File: src/hw/rtl/sld_pkg.sv
`timescale 1ns / 1ps
`default_nettype none

package sld_pkg;

    localparam int unsigned BYTE_W    = 8;
    localparam int unsigned CFG_IDX_W = 1;

    localparam logic [BYTE_W-1:0] FIRST_SYNC_RESET  = 8'h55;
    localparam logic [BYTE_W-1:0] SECOND_SYNC_RESET = 8'hDA;

    localparam logic [CFG_IDX_W-1:0] CFG_FIRST_SYNC  = 1'b0;
    localparam logic [CFG_IDX_W-1:0] CFG_SECOND_SYNC = 1'b1;

    typedef enum logic [1:0] {
        PH_HUNT1   = 2'd0,
        PH_HUNT2   = 2'd1,
        PH_LEN     = 2'd2,
        PH_PAYLOAD = 2'd3
    } t_phase;

    typedef struct packed {
        logic [BYTE_W-1:0] first_sync;
        logic [BYTE_W-1:0] second_sync;
    } t_sync_cfg;

    typedef struct packed {
        logic [BYTE_W-1:0] payload_byte;
        logic              last_of_frame;
        logic              empty_frame;
    } t_result;

endpackage

`default_nettype wire

File: src/hw/rtl/sld_cfg_regs.sv
`timescale 1ns / 1ps
`default_nettype none

module sld_cfg_regs
    import sld_pkg::*;
(
    input  wire logic                 i_clk,
    input  wire logic                 i_rst_n,
    input  wire logic                 i_cfg_valid,
    input  wire logic [CFG_IDX_W-1:0] i_cfg_index,
    input  wire logic [BYTE_W-1:0]    i_cfg_data,
    output t_sync_cfg                 o_cfg
);

    t_sync_cfg r_cfg;

    always_ff @(posedge i_clk) begin
        if (!i_rst_n) begin
            r_cfg.first_sync  <= FIRST_SYNC_RESET;
            r_cfg.second_sync <= SECOND_SYNC_RESET;
        end else if (i_cfg_valid) begin
            case (i_cfg_index)
                CFG_FIRST_SYNC:  r_cfg.first_sync  <= i_cfg_data;
                CFG_SECOND_SYNC: r_cfg.second_sync <= i_cfg_data;
                default: ;
            endcase
        end
    end

    assign o_cfg = r_cfg;

endmodule

`default_nettype wire

File: src/hw/rtl/sld_in_stage.sv
`timescale 1ns / 1ps
`default_nettype none

module sld_in_stage
    import sld_pkg::*;
(
    input  wire logic              i_clk,
    input  wire logic              i_rst_n,
    input  wire logic              i_valid,
    input  wire logic [BYTE_W-1:0] i_byte,
    output logic                   o_stall,
    input  wire logic              i_advance,
    output logic                   o_valid,
    output logic [BYTE_W-1:0]      o_byte
);

    logic              r_valid;
    logic [BYTE_W-1:0] r_byte;
    logic              take;

    // The held beat leaves whenever the parser advances, so a new beat can
    // enter in the same cycle.
    assign o_stall = r_valid && !i_advance;
    assign take    = i_valid && !o_stall;

    always_ff @(posedge i_clk) begin
        if (!i_rst_n) begin
            r_valid <= 1'b0;
        end else if (!o_stall) begin
            r_valid <= i_valid;
        end
    end

    always_ff @(posedge i_clk) begin
        if (take) begin
            r_byte <= i_byte;
        end
    end

    assign o_valid = r_valid;
    assign o_byte  = r_byte;

endmodule

`default_nettype wire

File: src/hw/rtl/sld_parser.sv
`timescale 1ns / 1ps
`default_nettype none

module sld_parser
    import sld_pkg::*;
(
    input  wire logic              i_clk,
    input  wire logic              i_rst_n,
    input  wire t_sync_cfg         i_cfg,
    input  wire logic              i_valid,
    input  wire logic [BYTE_W-1:0] i_byte,
    output logic                   o_advance,
    output logic                   o_valid,
    input  wire logic              i_stall,
    output t_result                o_result
);

    t_phase            r_phase, n_phase;
    logic [BYTE_W-1:0] r_remaining, n_remaining;
    logic              r_out_valid;
    t_result           r_out, n_out;
    logic              n_emit;
    logic              step;

    assign o_advance = !r_out_valid || !i_stall;
    assign step      = i_valid && o_advance;

    always_comb begin
        n_phase     = r_phase;
        n_remaining = r_remaining;
        n_emit      = 1'b0;
        n_out       = '0;
        case (r_phase)
            PH_HUNT1: begin
                if (i_byte == i_cfg.first_sync) begin
                    n_phase = PH_HUNT2;
                end
            end
            PH_HUNT2: begin
                // A repeated first sync byte keeps the partial match.
                if (i_byte == i_cfg.second_sync) begin
                    n_phase = PH_LEN;
                end else if (i_byte != i_cfg.first_sync) begin
                    n_phase = PH_HUNT1;
                end
            end
            PH_LEN: begin
                if (i_byte == '0) begin
                    n_emit              = 1'b1;
                    n_out.last_of_frame = 1'b1;
                    n_out.empty_frame   = 1'b1;
                    n_phase             = PH_HUNT1;
                end else begin
                    n_remaining = i_byte;
                    n_phase     = PH_PAYLOAD;
                end
            end
            PH_PAYLOAD: begin
                n_emit             = 1'b1;
                n_out.payload_byte = i_byte;
                if (r_remaining <= BYTE_W'(1)) begin
                    n_out.last_of_frame = 1'b1;
                    n_remaining         = '0;
                    n_phase             = PH_HUNT1;
                end else begin
                    n_remaining = r_remaining - BYTE_W'(1);
                end
            end
            default: begin
                n_phase = PH_HUNT1;
            end
        endcase
    end

    always_ff @(posedge i_clk) begin
        if (!i_rst_n) begin
            r_phase     <= PH_HUNT1;
            r_remaining <= '0;
            r_out_valid <= 1'b0;
        end else begin
            if (step) begin
                r_phase     <= n_phase;
                r_remaining <= n_remaining;
            end
            if (o_advance) begin
                r_out_valid <= i_valid && n_emit;
            end
        end
    end

    always_ff @(posedge i_clk) begin
        if (step && n_emit) begin
            r_out <= n_out;
        end
    end

    assign o_valid  = r_out_valid;
    assign o_result = r_out;

    a_empty_is_last: assert property (@(posedge i_clk) disable iff (!i_rst_n)
        r_out_valid && r_out.empty_frame |-> r_out.last_of_frame && r_out.payload_byte == '0)
        else $error("empty frame result not marked last or has payload");

    a_payload_count: assert property (@(posedge i_clk) disable iff (!i_rst_n)
        r_phase == PH_PAYLOAD |-> r_remaining != '0)
        else $error("payload phase with no bytes remaining");

    a_hunt_clear: assert property (@(posedge i_clk) disable iff (!i_rst_n)
        (r_phase == PH_HUNT1 || r_phase == PH_HUNT2) |-> r_remaining == '0)
        else $error("remaining count nonzero while hunting");

    a_zero_len: assert property (@(posedge i_clk) disable iff (!i_rst_n)
        step && r_phase == PH_LEN && i_byte == '0
        |=> r_out_valid && r_out.empty_frame && r_phase == PH_HUNT1)
        else $error("zero length did not give an empty frame result");

endmodule

`default_nettype wire

File: src/hw/rtl/sync_length_deframer_top.sv
// Two-byte sync, length-prefixed deframer. Received bytes enter one beat per
// cycle unless stalled; the block hunts for first_sync followed by second_sync
// (a repeated first sync byte keeps the partial match), takes the next byte
// as a payload length of 0 to 255 and passes that many following bytes out,
// marking the last. A zero length gives one result with empty_frame and
// last_of_frame set. All other bytes give no result. Each beat goes through
// an input register and a result register; one byte per cycle is sustained
// while the output is not stalled. Sync values are written through the config
// port (index 0 first sync, index 1 second sync) by the user only while the
// block is idle; the block itself does not enforce this.
`timescale 1ns / 1ps
`default_nettype none

module sync_length_deframer_top
    import sld_pkg::*;
(
    input  wire logic                 i_clk,
    input  wire logic                 i_rst_n,
    input  wire logic                 i_in_valid,
    output logic                      o_in_stall,
    input  wire logic [7:0]           i_rx_byte,
    output logic                      o_out_valid,
    input  wire logic                 i_out_stall,
    output logic [7:0]                o_payload_byte,
    output logic                      o_last_of_frame,
    output logic                      o_empty_frame,
    input  wire logic                 i_cfg_valid,
    output logic                      o_cfg_ready,
    input  wire logic [CFG_IDX_W-1:0] i_cfg_index,
    input  wire logic [7:0]           i_cfg_data
);

    t_sync_cfg         cfg;
    t_result           result;
    logic              advance;
    logic              in_valid;
    logic [BYTE_W-1:0] in_byte;

    assign o_cfg_ready = 1'b1;

    sld_cfg_regs u_cfg (
        .i_clk       (i_clk),
        .i_rst_n     (i_rst_n),
        .i_cfg_valid (i_cfg_valid && o_cfg_ready),
        .i_cfg_index (i_cfg_index),
        .i_cfg_data  (i_cfg_data),
        .o_cfg       (cfg)
    );

    sld_in_stage u_in (
        .i_clk     (i_clk),
        .i_rst_n   (i_rst_n),
        .i_valid   (i_in_valid),
        .i_byte    (i_rx_byte),
        .o_stall   (o_in_stall),
        .i_advance (advance),
        .o_valid   (in_valid),
        .o_byte    (in_byte)
    );

    sld_parser u_parser (
        .i_clk     (i_clk),
        .i_rst_n   (i_rst_n),
        .i_cfg     (cfg),
        .i_valid   (in_valid),
        .i_byte    (in_byte),
        .o_advance (advance),
        .o_valid   (o_out_valid),
        .i_stall   (i_out_stall),
        .o_result  (result)
    );

    assign o_payload_byte  = result.payload_byte;
    assign o_last_of_frame = result.last_of_frame;
    assign o_empty_frame   = result.empty_frame;

endmodule

`default_nettype wire
File: config.mk
export PLATFORM = sky130hd
export DESIGN_NAME = sync_length_deframer_top
export DESIGN_NICKNAME = d
export VERILOG_FILES = /design/src/hw/rtl/sld_pkg.sv /design/src/hw/rtl/sld_cfg_regs.sv /design/src/hw/rtl/sld_in_stage.sv /design/src/hw/rtl/sld_parser.sv /design/src/hw/rtl/sync_length_deframer_top.sv
export SDC_FILE = /design/constraint.sdc
export NUM_CORES = 1
export LEC_CHECK = 0
export BUFFER_PORTS_ARGS = -buffer_cell sky130_fd_sc_hd__buf_2
export CORE_ASPECT_RATIO = 1.5
export CORE_MARGIN = 2
export CORE_UTILIZATION = 36
export DETAILED_ROUTE_END_ITERATION = 10
export GPL_TIMING_DRIVEN = 0
export PLACE_DENSITY_LB_ADDON = 0.05
export SETUP_SLACK_MARGIN = 0.02
export SYNTH_ARGS = -nofsm -noshare
export SYNTH_HDL_FRONTEND = slang
export SYNTH_HIERARCHICAL = 1
export SYNTH_SLANG_ARGS = --single-unit
File: constraint.sdc
create_clock -name i_clk -period 3.4 [get_ports i_clk]
set_input_delay 0 -clock i_clk [delete_from_list [all_inputs] [get_ports i_clk]]
set_output_delay 0 -clock i_clk [all_outputs]
set_load 0.02 [all_outputs]
==> reports/metrics.cfg, run 1 <==
[synthesis]
synthArstFlopShare = 0
synth_edf_count = 18
syn-num-nets = 250
yosysMostFrequentCell = dfxtp_1
yosysTopAreaCellShare = 0.249
yosysWarnings = 6
synth-main-ff-cell = dfxtp_1
synth-seq-area-share = 0.489
ys_ff_latch = 46
synthTopCellsByCount = dfxtp_1 (28), nand2_1 (23), edfxtp_1 (18)
ys_types = 47
syn_inst = 226
syn_avg_cell_area_um2 = 9.97
synth_area_mm2 = 0.00225
yosys.area.top_type = dfxtp_1
synth_area_leaders = dfxtp_1 (25%), edfxtp_1 (24%), xor2_1 (6.2%), nand2_1 (3.8%), mux2i_1 (3.1%)

[timing]
hold_viol_final = 0
drv_slew = 0
setup_tns_ps = 0
finalSetupViolCount = 0
finalCriticalPeriod_ps = 2100
slew_headroom = 0.553
clock.fmax_ghz = 0.476
grt_setup_unrepaired = no
tightest_slew_ps = 669
finClkSkew_ps = 7.01
finalCritPeriodShare = 0.617

[worst_setup_path]
cp_max_fo = 10
startpoint_type = flip-flop
reg2reg_depth = 4
worstSetupStartpoint = u_in/o_byte[2]$_DFFE_PP_
crit_end = u_parser/o_result[3]$_SDFFCE_PP0P_
crit_slowest_cell = edfxtp_1
crit_type = flip-flop to flip-flop
cp_data_required_time_ps = 3360
r2r_slack_ps = 1300
rr_startpoint = u_in/o_byte[2]$_DFFE_PP_
regToRegEndpoint = u_parser/o_result[3]$_SDFFCE_PP0P_
cp-end-kind = flip-flop
path_cells = nor4_1 > a21oi_1 > nor2b_1 > and2_1
critPathArrivalTime_ps = 2060
cp_slowest_stage_delay_ps = 530

[clocking]
cts_made_buffers = 5
htreeDepth = 2
clockBufferDepth = 2
clk_transition_reported_paths_ps = 90
cts_resized = 0
cts_num_sinks = 46
cts_root_buffer = clkbuf_8
cts_tree = done
clk_latency_ps = 300

[finish]
n_antenna_cell = 0
num-nets-final = 306
syn_to_final_growth_pct = 22.4
drive_gt1_frac = 0.194

[placed_design]
io_buffers = 33
gp_congestion = 0.748
dp_hpwl_um = 3810

[drt]
drc = 0
avgViaCountPerCell = 5.11
vias = 1824
wirelength_um = 5230
first_pass_iters = 4
ant_nets = 0
drt-initial-drc-count = 89
wl_per_cell_um = 14.6

[floorplan]
ios = 35
rows = 35
dieWidth_um = 68.6
die-area_mm2 = 0.00692
core-area_mm2 = 0.00609
initial_core_util = 0.370
fp.dieH_um = 101

[global_route]
grt_max_degree = 15
antenna_found_initial = 0
first_global_vias = 1739
gr-usage-all-layers = 0.165
grt_pass1_wl_um = 8490
grt-ovfl-total = 0

[power]
pwr_density_cell_mw_per_mm2 = 373
leakage_uw = 0.00118
irDropWorstVdd_v = 0.000246
total_power_uw = 1030

[worst_hold_path]
hp-class = input port to flip-flop
min_from = i_cfg_data[6]

[job]
cap_violations = 0

[status]
status = complete, no violations

==> cells in the final DEF (no fill, tap or decap), drive strengths merged, types with 7 or more instances in the layout <==
master / instances
o21ai: 7
xor2: 16
and3: 8
edfxtp: 18
mux2i: 7
dfxtp: 28
nor2: 9
nand2: 23
a21oi: 9
dlygate4sd3: 16
buf: 40
o211ai: 7
clkbuf: 12
inv: 11
nor4: 7
==> stage by stage <==
step                hold slack [ps]  worst slack [ps]  cell area (um^2)  instances   util
floorplan                      98.9              1540              2250        226      -
global placement                177              1300              2510        333  0.413
detailed placement              178              1290              2510        333  0.413
CTS                            5.13              1290              2760        357  0.453
global route                   33.4              1100              2760        357  0.453
finish                         8.97              1300              2760        357  0.453
==> worst min-delay path by stage <==
stage	cells past startpoint	end	slack, ps
after global routing	3	u_cfg/o_cfg[14]$_SDFFE_PN1P_	30
after detailed placement	1	u_in/o_byte[0]$_DFFE_PP_	180
after global placement	1	u_in/o_byte[7]$_DFFE_PP_	180
after CTS	3	u_cfg/o_cfg[6]$_SDFFE_PN1P_	5
final	3	u_cfg/o_cfg[6]$_SDFFE_PN1P_	9
after floorplan	0	u_in/o_byte[0]$_DFFE_PP_	100
==> cells by family (layout without fill, tap and decap cells) <==
family | count (synthesis) | in the layout | share of synthesized area
AND/OR/NAND/NOR | 84 | 84 | 0.214
flip-flops | 46 | 46 | 0.489
AO/OA/AOI/OAI | 45 | 45 | 0.138
buffers and inverters | 24 | 81 | 0.0489
XOR/XNOR | 16 | 16 | 0.0622
multiplexers | 8 | 8 | 0.0361
adder cells (fa/ha/maj) | 2 | 2 | 0.0111
other | 1 | 1 | 0.00166
==> worst max-delay path: cells and delay by family (launching register included) <==
kind / cells / cell delay [ps]
flip-flops: 1 / 530
AO/OA/AOI/OAI: 1 / 150
AND/OR/NAND/NOR: 3 / 1080
==> flip-flops by register name, indices dropped and copies added, names as in the netlist <==
signal                count
u_parser/r_remaining      8
u_in/o_valid              1
u_cfg/o_cfg              16
u_parser/o_valid          1
u_parser/o_result        10
u_parser/r_phase          2
u_in/o_byte               8
==> layout make-up <==
cell class | instances | area (um^2)
buffer | 13 | 68.8
clock buffer | 6 | 72.6
clock inverter | 2 | 13.8
fill | 623 | 3330
inverter | 11 | 41.3
multi-input combinational | 156 | 1040
sequential | 46 | 1100
tap | 74 | 92.6
timing repair buffer | 49 | 325
==> power breakdown <==
| part | internal [uW] | switching (uW) | leakage (uW) |
|---|---|---|---|
| clock | 145 | 184 | 0.0000452 |
| combinational | 49.1 | 41.3 | 0.000718 |
| sequential | 588 | 19.6 | 0.000419 |
==> layer usage <==
layer,global-route usage,wire length [um]
met1,0.196,2180
met2,0.294,2860
met3,0.0235,121
met4,0.0554,65
met5,0,0
==> timing repair <==
| item | in CTS | in global routing |
|---|---|---|
| hold buffers | 16 | 0 |
| setup buffers | 0 | 0 |
| endpoints found under the hold margin | 22 | 0 |
Note: power is estimated with default switching activity, not from simulation.
==> inputs of run 2 (changes only) <==
- ABC_AREA: not set -> 1
- clock period: 3.4 -> 2 ns (I/O delays scaled with it)
==> run 2 against run 1 <==
- die area rose by 0.21%
- synthesized cell count rose by 22%
- setup slack got worse by 1100 ps
- highest routed layer unchanged
==> reports/metrics.cfg, run 2 <==
[timing]
grt_setup_unrepaired = no
setup_tns_ps = 0
finalCritPeriodShare = 0.899
clock.fmax_ghz = 0.556
finClkSkew_ps = 5.85
tightest_slew_ps = 647
hold_viol_final = 0
finalSetupViolCount = 0
drv_slew = 0
finalCriticalPeriod_ps = 1800
slew_headroom = 0.567

[power]
leakage_uw = 0.00123
pwr_density_cell_mw_per_mm2 = 691
irDropWorstVdd_v = 0.000524
total_power_uw = 1940

[drt]
wl_per_cell_um = 12.5
ant_nets = 0
drc = 0
vias = 1891
drt-initial-drc-count = 97
first_pass_iters = 4
wirelength_um = 5100
avgViaCountPerCell = 4.63

[worst_hold_path]
min_from = i_rst_n
holdPathStages = 3
hp-class = input port to flip-flop
hold_end = u_cfg/o_cfg[15]$_SDFFE_PN0P_

[worst_setup_path]
cp_data_required_time_ps = 1940
cp-end-kind = flip-flop
regToRegEndpoint = u_parser/o_result[2]$_SDFFCE_PP0P_
reg2reg_depth = 5
r2r_slack_ps = 200
crit_type = flip-flop to flip-flop
critPathArrivalTime_ps = 1740
startpoint_type = flip-flop
cp_max_fo = 11
rr_startpoint = u_in/o_byte[5]$_DFFE_PP_

[global_route]
antenna_found_initial = 0
gr-usage-all-layers = 0.167
first_global_vias = 1777
grt-ovfl-total = 0
grt_pass1_wl_um = 8450
grt_max_degree = 15

[floorplan]
ios = 35
die-area_mm2 = 0.00694
rows = 35
core-area_mm2 = 0.00609
initial_core_util = 0.371
dieWidth_um = 68.7
fp.dieH_um = 101

[clocking]
htreeDepth = 2
clk_transition_reported_paths_ps = 90
cts_tree = done
clockBufferDepth = 2
cts_num_sinks = 46
cts_made_buffers = 5
clk_latency_ps = 300
post-cts-setup-buffers = 0
cts_root_buffer = clkbuf_8

[synthesis]
synthTopCellsByCount = nand2_1 (59), nor2_1 (36), inv_1 (29)
synth-seq-area-share = 0.488
ys_ff_latch = 46
syn_inst = 275
ys_types = 31
syn-num-nets = 299
synthArstFlopShare = 0
syn_avg_cell_area_um2 = 8.21
synth-main-ff-cell = dfxtp_1
synth_area_leaders = dfxtp_1 (25%), edfxtp_1 (24%), nand2_1 (9.8%), nor2_1 (6.0%), xnor2_1 (5.4%)
yosys.area.top_type = dfxtp_1
synth_edf_count = 18
yosysWarnings = 6
yosysMostFrequentCell = nand2_1
yosysTopAreaCellShare = 0.248
synth_area_mm2 = 0.00226

[placed_design]
place_inst = 382
io_buffers = 33
gp_congestion = 0.807
dp_hpwl_um = 3850

[finish]
final_common_cell = nand2_1
n_antenna_cell = 0
num-nets-final = 357
drive_gt1_frac = 0.204
filler_cell_count = 635
final-instance-count-excl-fill = 408
largest_reg_flops = 16
layout_common_cells = nand2_1 (59), buf_2 (35), nor2_1 (35)
syn_to_final_growth_pct = 24.4

[job]
cap_violations = 0

[status]
status = complete, no violations

[run 2: worst max-delay path by stage]
stage,startpoint,to,slack (ps),depth (start not counted)
after floorplan,u_in/o_byte[0]$_DFFE_PP_,u_parser/o_result[0]$_SDFFCE_PP0P_,300,5
after global placement,u_in/o_byte[5]$_DFFE_PP_,u_parser/o_result[9]$_SDFFCE_PP0P_,-70,5
after detailed placement,u_in/o_byte[5]$_DFFE_PP_,u_parser/o_result[9]$_SDFFCE_PP0P_,-60,5
after CTS,u_in/o_byte[5]$_DFFE_PP_,u_parser/o_result[9]$_SDFFCE_PP0P_,160,5
after global routing,u_in/o_byte[4]$_DFFE_PP_,u_parser/o_result[1]$_DFFE_PP_,50,5
final,u_in/o_byte[5]$_DFFE_PP_,u_parser/o_result[2]$_SDFFCE_PP0P_,200,5
[run 2: repair_timing]
action,CTS,global route
endpoints found under the hold margin,22,0
hold buffers,18,0
setup endpoints to repair,11,0
resized for setup,1,0
[run 2: cells by family (layout without fill, tap and decap cells)]
family                     Yosys count  after routing  share of synthesized area
buffers and inverters               42            101                     0.0781
xor gates and xnor gates            16             16                     0.0621
DFF                                 46             46                      0.488
other                                1              1                    0.00166
AOI/OAI and AO/OA                   34             34                     0.0798
and+or+nand+nor                    134            134                      0.280
adders and majority gates            2              2                     0.0111
[run 2: routing by layer]
metal | routed length (um) | global-route usage | vias up
li1 | - | - | 996
met1 | 1940 | 0.172 | 852
met2 | 2860 | 0.309 | 33
met3 | 164 | 0.0335 | 10
met4 | 125 | 0.0738 | 0
met5 | 0 | 0 | -
[run 2: area by class of cell]
cell class,count,area [um^2],share of cell area
plain buffers,5,32.5,0.0116
multi-input cells,187,983,0.350
well taps,74,92.6,0.0330
clock inverters,2,37.5,0.0134
inverters,37,144,0.0512
repair buffers,51,345,0.123
clock buffers,6,72.6,0.0258
flip-flops and latches,46,1100,0.392
[run 2: stage by stage]
stage | utilization | area (um^2) | hold slack (ps) | setup slack, ps
after global placement | 0.413 | 2520 | 178 | -67.8
final | 0.461 | 2810 | 52.1 | 201
after CTS | 0.461 | 2810 | 57.9 | 162
after detailed placement | 0.413 | 2520 | 181 | -59.0
after floorplan | - | 2260 | 98.9 | 299
after global routing | 0.461 | 2810 | 56.5 | 50.9
[run 2: worst max-delay path: stages (launching register included)]
cell      delay [ps]
edfxtp_1         490
inv_1            170
nand4_1          120
nor2_2           150
nor2_1            80
nor2_2           420
[run 2: report_power, final]
part	total, uW	internal, uW	switching, uW
clock	693	373	320
combinational	203	101	102
sequential	1040	1010	37.0
